===== src/sv/rau_pkg.sv =====
// ----------------------------------------------------------------------------
// rau_pkg
// Types and codes shared by the rational arithmetic unit.
// ----------------------------------------------------------------------------
package rau_pkg;

  localparam int unsigned OP_W   = 16;
  localparam int unsigned NUM_W  = 34;
  localparam int unsigned DEN_W  = 32;
  localparam int unsigned WORK_W = 64;

  localparam logic [2:0] FUNC_ADD = 3'd0;
  localparam logic [2:0] FUNC_SUB = 3'd1;
  localparam logic [2:0] FUNC_MUL = 3'd2;
  localparam logic [2:0] FUNC_DIV = 3'd3;
  localparam logic [2:0] FUNC_SQR = 3'd4;

  typedef struct packed {
    logic [2:0]             func;
    logic signed [OP_W-1:0] a_num;
    logic signed [OP_W-1:0] a_den;
    logic signed [OP_W-1:0] b_num;
    logic signed [OP_W-1:0] b_den;
  } in_req_t;

  typedef struct packed {
    logic signed [NUM_W-1:0] res_num;
    logic signed [DEN_W-1:0] res_den;
    logic                    den_zero;
  } out_req_t;

  // datapath commands
  typedef struct packed {
    logic load;      // capture operands
    logic mul;       // one product step
    logic form;      // form raw terms
    logic div_start; // start a divide
    logic [1:0] div_sel; // 0 euclid rem, 1 num quo, 2 den quo
    logic div_step;
    logic gcd_shift; // x<=y, y<=rem
    logic emit;      // load output register
  } rau_cmd_t;

  typedef struct packed {
    logic num_zero;
    logic y_zero;
    logic div_done;
  } rau_sts_t;

  localparam logic [1:0] DSEL_REM  = 2'd0;
  localparam logic [1:0] DSEL_QNUM = 2'd1;
  localparam logic [1:0] DSEL_QDEN = 2'd2;

endpackage


===== src/sv/rau_divider.sv =====
// ----------------------------------------------------------------------------
// rau_divider
// Radix-2 restoring divider on 64-bit magnitudes, one quotient bit a cycle.
// ----------------------------------------------------------------------------
module rau_divider (
  input  logic                        clk,
  input  logic                        rst_n,
  input  logic                        start,
  input  logic [rau_pkg::WORK_W-1:0]  dividend,
  input  logic [rau_pkg::WORK_W-1:0]  divisor,
  output logic                        done,
  output logic [rau_pkg::WORK_W-1:0]  quo,
  output logic [rau_pkg::WORK_W-1:0]  rem
);
  import rau_pkg::*;

  localparam int unsigned CNT_W = $clog2(WORK_W + 1);

  logic [WORK_W-1:0] q_r, r_r, d_r;
  logic [CNT_W-1:0]  cnt_r;
  logic              busy_r;
  logic [WORK_W:0]   trial;
  logic [WORK_W:0]   shifted;

  assign shifted = {r_r, q_r[WORK_W-1]};
  assign trial   = shifted - {1'b0, d_r};

  always_ff @(posedge clk) begin
    if (!rst_n) begin
      busy_r <= 1'b0;
      cnt_r  <= '0;
    end else if (start) begin
      busy_r <= 1'b1;
      cnt_r  <= CNT_W'(WORK_W);
      q_r    <= dividend;
      r_r    <= '0;
      d_r    <= divisor;
    end else if (busy_r) begin
      if (trial[WORK_W]) begin
        r_r <= shifted[WORK_W-1:0];
        q_r <= {q_r[WORK_W-2:0], 1'b0};
      end else begin
        r_r <= trial[WORK_W-1:0];
        q_r <= {q_r[WORK_W-2:0], 1'b1};
      end
      cnt_r <= cnt_r - 1'b1;
      if (cnt_r == CNT_W'(1)) busy_r <= 1'b0;
    end
  end

  assign done = !busy_r && !start;
  assign quo  = q_r;
  assign rem  = r_r;
endmodule


===== src/sv/rau_datapath.sv =====
// ----------------------------------------------------------------------------
// rau_datapath
// Operand products, Euclid registers, shared divider and output register.
// ----------------------------------------------------------------------------
module rau_datapath (
  input  logic                              clk,
  input  logic                              rst_n,
  input  logic [2:0]                        func,
  input  logic signed [rau_pkg::OP_W-1:0]   a_num,
  input  logic signed [rau_pkg::OP_W-1:0]   a_den,
  input  logic signed [rau_pkg::OP_W-1:0]   b_num,
  input  logic signed [rau_pkg::OP_W-1:0]   b_den,
  input  rau_pkg::rau_cmd_t                 cmd,
  output rau_pkg::rau_sts_t                 sts,
  output logic signed [rau_pkg::NUM_W-1:0]  res_num,
  output logic signed [rau_pkg::DEN_W-1:0]  res_den
);
  import rau_pkg::*;

  localparam int unsigned PW = 2 * OP_W;

  logic [2:0]                      func_r;
  logic signed [OP_W-1:0]          an_r, ad_r, bn_r, bd_r;
  logic signed [PW-1:0]            p_r [4];
  logic [1:0]                      pidx_r;
  logic [WORK_W-1:0]               n_r, d_r, x_r, y_r;
  logic [WORK_W-1:0]               n_nxt, d_nxt;
  logic signed [OP_W-1:0]          ma, mb;
  logic signed [PW-1:0]            prod;
  logic [WORK_W-1:0]               p0, p1, p2, p3;
  logic [WORK_W-1:0]               dvd, dvs, quo, rem;
  logic                            dvd_neg, dvs_neg;
  logic                            dv_done;
  logic [WORK_W-1:0]               q_signed;
  logic signed [NUM_W-1:0]         rn_r;
  logic signed [DEN_W-1:0]         rd_r;

  function automatic logic [WORK_W-1:0] mag(input logic [WORK_W-1:0] v);
    return v[WORK_W-1] ? (WORK_W'(0) - v) : v;
  endfunction

  // products: 0 an*bd, 1 ad*bn, 2 an*bn, 3 ad*bd (square: an*an, ad*ad)
  always_comb begin
    case (pidx_r)
      2'd0: begin ma = an_r; mb = (func_r == FUNC_SQR) ? an_r : bd_r; end
      2'd1: begin ma = ad_r; mb = bn_r; end
      2'd2: begin ma = an_r; mb = (func_r == FUNC_SQR) ? an_r : bn_r; end
      default: begin ma = ad_r; mb = (func_r == FUNC_SQR) ? ad_r : bd_r; end
    endcase
    prod = ma * mb;
  end

  assign p0 = WORK_W'(p_r[0]);
  assign p1 = WORK_W'(p_r[1]);
  assign p2 = WORK_W'(p_r[2]);
  assign p3 = WORK_W'(p_r[3]);

  always_comb begin
    case (func_r)
      FUNC_ADD: begin n_nxt = p0 + p1; d_nxt = p3; end
      FUNC_SUB: begin n_nxt = p0 - p1; d_nxt = p3; end
      FUNC_MUL: begin n_nxt = p2;      d_nxt = p3; end
      FUNC_DIV: begin n_nxt = p0;      d_nxt = p1; end
      FUNC_SQR: begin n_nxt = p2;      d_nxt = p3; end
      default:  begin n_nxt = '0;      d_nxt = WORK_W'(1); end
    endcase
  end

  always_comb begin
    case (cmd.div_sel)
      DSEL_REM:  begin dvd = x_r; dvs = y_r; end
      DSEL_QNUM: begin dvd = n_r; dvs = x_r; end
      default:   begin dvd = d_r; dvs = x_r; end
    endcase
  end

  rau_divider u_div (
    .clk      (clk),
    .rst_n    (rst_n),
    .start    (cmd.div_start),
    .dividend (mag(dvd)),
    .divisor  (mag(dvs)),
    .done     (dv_done),
    .quo      (quo),
    .rem      (rem)
  );

  logic [WORK_W-1:0] rem_signed;
  logic              sel_dvd_neg, sel_dvs_neg;

  always_ff @(posedge clk) begin
    if (cmd.div_start) begin
      sel_dvd_neg <= dvd[WORK_W-1];
      sel_dvs_neg <= dvs[WORK_W-1];
    end
  end

  assign dvd_neg    = sel_dvd_neg;
  assign dvs_neg    = sel_dvs_neg;
  assign rem_signed = dvd_neg ? (WORK_W'(0) - rem) : rem;
  assign q_signed   = (dvd_neg != dvs_neg) ? (WORK_W'(0) - quo) : quo;

  always_ff @(posedge clk) begin
    if (cmd.load) begin
      func_r <= func;
      an_r   <= a_num;
      ad_r   <= a_den;
      bn_r   <= b_num;
      bd_r   <= b_den;
      pidx_r <= '0;
    end
    if (cmd.mul) begin
      p_r[pidx_r] <= prod;
      pidx_r      <= pidx_r + 2'd1;
    end
    if (cmd.form) begin
      n_r <= n_nxt;
      d_r <= d_nxt;
      x_r <= mag(n_nxt);
      y_r <= d_nxt;
    end
    if (cmd.gcd_shift) begin
      x_r <= y_r;
      y_r <= rem_signed;
    end
    if (cmd.div_step) begin
      if (cmd.div_sel == DSEL_QNUM) n_r <= q_signed;
      else if (cmd.div_sel == DSEL_QDEN) d_r <= q_signed;
    end
    if (cmd.emit) begin
      rn_r <= NUM_W'(n_r);
      rd_r <= DEN_W'(d_r);
    end
  end

  assign sts.num_zero = (n_r == '0);
  assign sts.y_zero   = (y_r == '0);
  assign sts.div_done = dv_done;
  assign res_num      = rn_r;
  assign res_den      = rd_r;
endmodule


===== src/sv/rau_ctrl.sv =====
// ----------------------------------------------------------------------------
// rau_ctrl
// Sequencer: products, Euclid loop, two quotients, output handshake.
// ----------------------------------------------------------------------------
module rau_ctrl (
  input  logic              clk,
  input  logic              rst_n,
  input  logic              in_valid,
  output logic              in_stall,
  output logic              out_valid,
  input  logic              out_stall,
  input  rau_pkg::rau_sts_t sts,
  output rau_pkg::rau_cmd_t cmd
);
  import rau_pkg::*;

  typedef enum logic [3:0] {
    S_IDLE, S_MUL, S_FORM, S_CHK, S_REM_GO, S_REM_WAIT,
    S_QN_GO, S_QN_WAIT, S_QD_GO, S_QD_WAIT, S_EMIT
  } state_t;

  state_t     state_r;
  logic [1:0] mcnt_r;
  logic       ov_r;
  logic       ov_nxt;

  always_comb begin
    cmd = '0;
    case (state_r)
      S_IDLE:     cmd.load = in_valid;
      S_MUL:      cmd.mul = 1'b1;
      S_FORM:     cmd.form = 1'b1;
      S_REM_GO:   begin cmd.div_start = 1'b1; cmd.div_sel = DSEL_REM; end
      S_REM_WAIT: begin cmd.div_sel = DSEL_REM; cmd.gcd_shift = sts.div_done; end
      S_QN_GO:    begin cmd.div_start = 1'b1; cmd.div_sel = DSEL_QNUM; end
      S_QN_WAIT:  begin cmd.div_sel = DSEL_QNUM; cmd.div_step = sts.div_done; end
      S_QD_GO:    begin cmd.div_start = 1'b1; cmd.div_sel = DSEL_QDEN; end
      S_QD_WAIT:  begin cmd.div_sel = DSEL_QDEN; cmd.div_step = sts.div_done; end
      S_EMIT:     cmd.emit = !ov_r || !out_stall;
      default:    cmd = '0;
    endcase
  end

  // in S_EMIT the output register is either kept or reloaded, so it stays full
  assign ov_nxt = (state_r == S_EMIT) || (ov_r && out_stall);

  always_ff @(posedge clk) begin
    if (!rst_n) begin
      state_r <= S_IDLE;
      mcnt_r  <= '0;
      ov_r    <= 1'b0;
    end else begin
      ov_r <= ov_nxt;
      case (state_r)
        S_IDLE: if (in_valid) begin state_r <= S_MUL; mcnt_r <= '0; end
        S_MUL: begin
          mcnt_r <= mcnt_r + 2'd1;
          if (mcnt_r == 2'd3) state_r <= S_FORM;
        end
        S_FORM: state_r <= S_CHK;
        S_CHK: begin
          if (sts.num_zero)    state_r <= S_EMIT;
          else if (sts.y_zero) state_r <= S_QN_GO;
          else                 state_r <= S_REM_GO;
        end
        S_REM_GO:   state_r <= S_REM_WAIT;
        S_REM_WAIT: if (sts.div_done) state_r <= S_CHK;
        S_QN_GO:    state_r <= S_QN_WAIT;
        S_QN_WAIT:  if (sts.div_done) state_r <= S_QD_GO;
        S_QD_GO:    state_r <= S_QD_WAIT;
        S_QD_WAIT:  if (sts.div_done) state_r <= S_EMIT;
        S_EMIT: if (!ov_r || !out_stall) begin
          state_r <= S_IDLE;
        end
        default: state_r <= S_IDLE;
      endcase
    end
  end

  assign in_stall  = (state_r != S_IDLE);
  assign out_valid = ov_r;
endmodule


===== src/sv/rational_arithmetic_unit_top.sv =====
// ----------------------------------------------------------------------------
// rational_arithmetic_unit_top
// Rational add/sub/mul/div/square with Euclid GCD reduction.
// ----------------------------------------------------------------------------
// channel | ports                          | request
// in      | in_valid, in_stall, in_data    | func, a_num, a_den, b_num, b_den
// out     | out_valid, out_stall, out_data | res_num, res_den, den_zero
//
// One request at a time: four products and a form step, then per Euclid step
// (check, start, 64 bit steps, done) on the shared bit-serial divider, then a
// final check and one quotient divide each for numerator and denominator
// before out_valid rises; a zero numerator goes from the check to the output.
// The output register lets the next request start while a result waits.
// rst_n synchronous, active low. in_stall is high while a request is at work.
module rational_arithmetic_unit_top (
  input  logic              clk,
  input  logic              rst_n,
  input  logic              in_valid,
  output logic              in_stall,
  input  rau_pkg::in_req_t  in_data,
  output logic              out_valid,
  input  logic              out_stall,
  output rau_pkg::out_req_t out_data
);
  import rau_pkg::*;

  rau_cmd_t cmd;
  rau_sts_t sts;
  logic signed [NUM_W-1:0] rn;
  logic signed [DEN_W-1:0] rd;

  rau_ctrl u_ctrl (
    .clk(clk), .rst_n(rst_n), .in_valid(in_valid), .in_stall(in_stall),
    .out_valid(out_valid), .out_stall(out_stall), .sts(sts), .cmd(cmd)
  );

  rau_datapath u_dp (
    .clk(clk), .rst_n(rst_n), .func(in_data.func),
    .a_num(in_data.a_num), .a_den(in_data.a_den),
    .b_num(in_data.b_num), .b_den(in_data.b_den),
    .cmd(cmd), .sts(sts), .res_num(rn), .res_den(rd)
  );

  assign out_data.res_num  = rn;
  assign out_data.res_den  = rd;
  assign out_data.den_zero = (rd == '0);
endmodule


===== config.mk =====
export PLATFORM = sky130hd
export DESIGN_NAME = rational_arithmetic_unit_top
export DESIGN_NICKNAME = d
export VERILOG_FILES = /design/src/sv/rau_pkg.sv /design/src/sv/rau_divider.sv /design/src/sv/rau_datapath.sv /design/src/sv/rau_ctrl.sv /design/src/sv/rational_arithmetic_unit_top.sv
export SDC_FILE = /design/constraint.sdc
export NUM_CORES = 2
export LEC_CHECK = 0
export ABC_AREA = 1
export BUFFER_PORTS_ARGS = -buffer_cell sky130_fd_sc_hd__buf_2
export CAP_MARGIN = 20
export CORE_MARGIN = 10
export CORE_UTILIZATION = 50
export DETAILED_ROUTE_END_ITERATION = 7
export GPL_TIMING_DRIVEN = 0
export PLACE_DENSITY = 0.75
export SYNTH_ARGS = -nofsm -noshare
export SYNTH_HDL_FRONTEND = slang
export SYNTH_SLANG_ARGS = --single-unit

===== constraint.sdc =====
create_clock -name clk -period 12.3 [get_ports clk]
set_input_delay 1.23 -clock clk [delete_from_list [all_inputs] [get_ports clk]]
set_output_delay 1.23 -clock clk [all_outputs]
set_load 0.005 [all_outputs]

==> metrics.md <==
| Metric | Value |
|---|---|
| Clock buffer depth | `3` |
| Crit-path most repeated cell | `fa_1` |
| Crit end category | `register` |
| Number of DRC markers in iteration 0 | `7177` |
| TritonCTS Buffers | `83` |
| # port buffers | `between 100 and 150` |
| Num Clock Sinks | `between 700 and 800` |
| Hold-fix buffers, CTS | `0` |
| Cells after synthesis | `7504` |
| Total Wirelength | `225.2 mm` |
| Largest net degree at the start of global routing | `66` |
| Distinct cells, synth | `66` |
| Die area | `0.1282 sq mm` |
| Number of flops mapped to enable cells by yosys | `585` |
| Fillcell total | `around 11000` |
| Clk_skew | `0.04314 ns` |
| Placer Congestion | `1.063` |
| Final worst path period need | `9.350 ns` |
| Failing checks | `DRC` |
| Crit share post-route | `roughly three quarters` |
| DP HPWL | `around 180 mm` |
| Critical Path AT | `approximately 9.7 ns` |
| Critical setup path kind | `reg -> reg` |
| Final worst slack | `2.950 ns` |
| Synthesized flop and latch total | `728` |
| Vias/cell | `5.815` |
| Synth-to-Final Area Change | `10.12%` |
| Sequential area share after synthesis | `between 30% and 40%` |
| DP Worst Slack | `3.168 ns` |
| Fin. max-slew vios | `0` |
| Share of cells above drive strength 1 | `5.842%` |
| Crit-path slowest cell | `o21ai_1` |
| ANT nets after route | `0` |
| Storage cell area | `about 0.020 sq mm` |
| RSZ-0062 raised after global routing | `false` |
| Gr ovfl total | `0` |
| GRT Resource Usage Total | `34.35%` |
| Post-synth top flop | `edfxtp_1` |
| TritonCTS clock tree | `built` |
| First-pass GRT wire length | `328.2 mm` |
| Nets | `8278` |
| Pre-antenna DRT Iters | `8` |
| Initial antenna violation count | `11` |
| Endpoints failing setup | `0` |
| Post_cts resized | `0` |
| Avg WL per Cell | `24.14 um` |
| DRC | `2` |
| Post-synth ARST share | `0%` |
| Synthesized area | `roughly 0.057 sq mm` |
| Endpoints failing hold | `0` |
| CTS Root Cell | `clkbuf_16` |
| Horiz. Die Dim | `~360 um` |
| Starting Density | `50.60%` |
| WP data required | `12.69 ns` |
| Net Count, Synth | `8031` |
| Vias | `between 50000 and 60000` |
| Number of global-route vias before repair | `51810` |
| Setup Fix Bufs, Post-CTS | `0` |
| Die Y-Extent | `between 300 and 400 um` |
| Worst min path class | `reg -> reg` |
| Area of the multi-input gates | `between 0.03 and 0.04 sq mm` |
| IO Pins | `140` |
| Clock transition at the registers of the reported paths | `0.06 ns` |
| Setup crit start kind | `register` |
| Slew @ Worst Pin | `about 1.4 ns` |
| Max Freq | `0.1069 GHz` |
| Synth warnings | `0` |
| Core Footprint | `0.1130 sq mm` |
| CP Max Fanout | `10` |
| Crit-path max cell delay | `0.87 ns` |
| Standard-cell row count | `123` |
| Worst-Skew Late Latency | `0.73 ns` |
| H-tree depth | `3` |
| Worst relative slew slack | `4.741%` |
| Outcome | `finished, violations left` |
| Max-cap violations | `0` |
| Syn avg cell area | `7.617 sq um` |
| Fin Setup TNS | `0 ns` |
-- worst paths after layout --
path | start | endpoint | slack [ns] | depth (start not counted)
worst min-delay path | u_dp.d_r[7] | u_dp.res_den[7] | 0.41 | 0
worst max register to register | u_dp.pidx_r[0] | u_dp.p_r[1][23] | 2.95 | 25
worst max-delay path | u_dp.pidx_r[0] | u_dp.p_r[1][23] | 2.95 | 25
worst min register to register | u_dp.d_r[7] | u_dp.res_den[7] | 0.41 | 0
-- worst max-delay path: cells and delay by family (launching register included) --
family          cells  cell delay [ns]
flops               1             0.46
buf+inv             8             1.92
xor+xnor            1             0.59
compound gates      4             1.58
fa+ha+maj           8             3.61
simple gates        4             0.86
-- metal layers --
metal	GRT usage, %	routed length [um]	vias up
met5	0	39	-
met4	19.78	15570	6
met2	54.98	102000	3205
li1	-	-	24720
met1	42.83	84090	25670
met3	7.217	23480	643
-- registers in the layout, summed over array words and instances (netlist names) --
name               flops
u_dp.y_r              64
u_ctrl.out_valid       1
u_dp.an_r             16
u_ctrl.mcnt_r          2
u_dp.u_div.busy_r      1
u_dp.dvs_neg           1
u_dp.ad_r             16
u_dp.res_den          32
u_dp.res_num          34
u_dp.u_div.cnt_r       7
u_dp.bn_r             16
u_ctrl.state_r         4
u_dp.u_div.quo        64
u_dp.x_r              64
u_dp.pidx_r            2
u_dp.func_r            3
u_dp.bd_r             16
u_dp.u_div.d_r        64
u_dp.d_r              64
u_dp.p_r             128
u_dp.u_div.rem        64
u_dp.dvd_neg           1
u_dp.n_r              64
-- per-stage QoR --
step | hold WS (ns) | cells | instance area [sq um] | util, %
after global routing | 0.4446 | 9322 | 62930 | 55.71
after CTS | 0.4273 | 9322 | 62930 | 55.71
after detailed placement | 0.4242 | 9166 | 60160 | 53.26
after floorplan | 0.4082 | 7504 | 57150 | -
final | 0.4102 | 9327 | 62940 | 55.72
after global placement | 0.4171 | 9143 | 59730 | 52.87
-- cells by family after synthesis --
group / count (synthesis) / share of synthesized area, %
AO/OA/AOI/OAI: 1227 / 12.18
XOR/XNOR: 308 / 4.720
adder cells (fa/ha/maj): 456 / 13.45
buffers and inverters: 1584 / 10.78
flip-flops: 728 / 35.74
AND/OR/NAND/NOR: 3201 / 23.13
-- cells in the final DEF, fill, tap and decap left out, drive strengths merged, types with 11 or more instances in the layout --
cell | synthesis | layout
a21boi | 14 | 14
a21o | 15 | 15
a21oi | 317 | 317
a22oi | 21 | 21
a31oi | 82 | 82
a32o | 20 | 20
buf | 79 | 241
clkbuf | 149 | 263
clkinv | 11 | 35
dfxtp | 143 | 143
edfxtp | 585 | 585
fa | 264 | 264
ha | 192 | 192
inv | 1345 | 1351
nand2 | 1582 | 1582
nand3 | 326 | 326
nand3b | 18 | 18
nand4 | 70 | 70
nor2 | 1020 | 1020
nor3 | 70 | 70
nor4 | 73 | 73
o211ai | 31 | 31
o21a | 16 | 16
o21ai | 601 | 601
o21bai | 21 | 21
o221ai | 12 | 12
o22ai | 46 | 46
o31ai | 11 | 11
or2 | 30 | 30
xnor2 | 80 | 80
xor2 | 228 | 228
-- synth_stat cells (all sizes together), types with 2 or more instances --
cell / count / area share, %
a211oi: 3 / 0.039
a21boi: 14 / 0.18
a21o: 15 / 0.20
a21oi: 317 / 2.8
a221oi: 6 / 0.092
a22oi: 21 / 0.28
a31oi: 82 / 0.90
a32o: 20 / 0.35
and2: 5 / 0.055
and3: 2 / 0.022
buf: 79 / 0.89
clkbuf: 149 / 0.98
clkinv: 11 / 0.072
dfxtp: 143 / 5.0
edfxtp: 585 / 31
fa: 264 / 9.2
ha: 192 / 4.2
inv: 1345 / 8.8
nand2: 1582 / 10
nand3: 326 / 2.9
nand3b: 18 / 0.24
nand4: 70 / 0.78
nor2: 1020 / 6.9
nor3: 70 / 0.64
nor3b: 3 / 0.039
nor4: 73 / 0.82
o2111ai: 2 / 0.031
o211a: 2 / 0.035
o211ai: 31 / 0.41
o21a: 16 / 0.21
o21ai: 601 / 5.4
o21bai: 21 / 0.28
o221ai: 12 / 0.22
o22a: 4 / 0.061
o22ai: 46 / 0.50
o31ai: 11 / 0.14
o41ai: 2 / 0.031
or2: 30 / 0.33
xnor2: 80 / 1.2
xor2: 228 / 3.5
-- layout make-up --
cell class	instances	area share (%)
diodes	5	0.01988
plain buffers	228	1.696
well taps	1500	2.982
clock inverters	42	0.7296
clock buffers	114	3.664
multi-input cells	5192	48.68
inverters	1356	8.091
repair buffers	162	1.678
flip-flops and latches	728	32.46
Power is not shown: default switching activity piles up to over one toggle a cycle in this logic, so the estimate is an artifact.
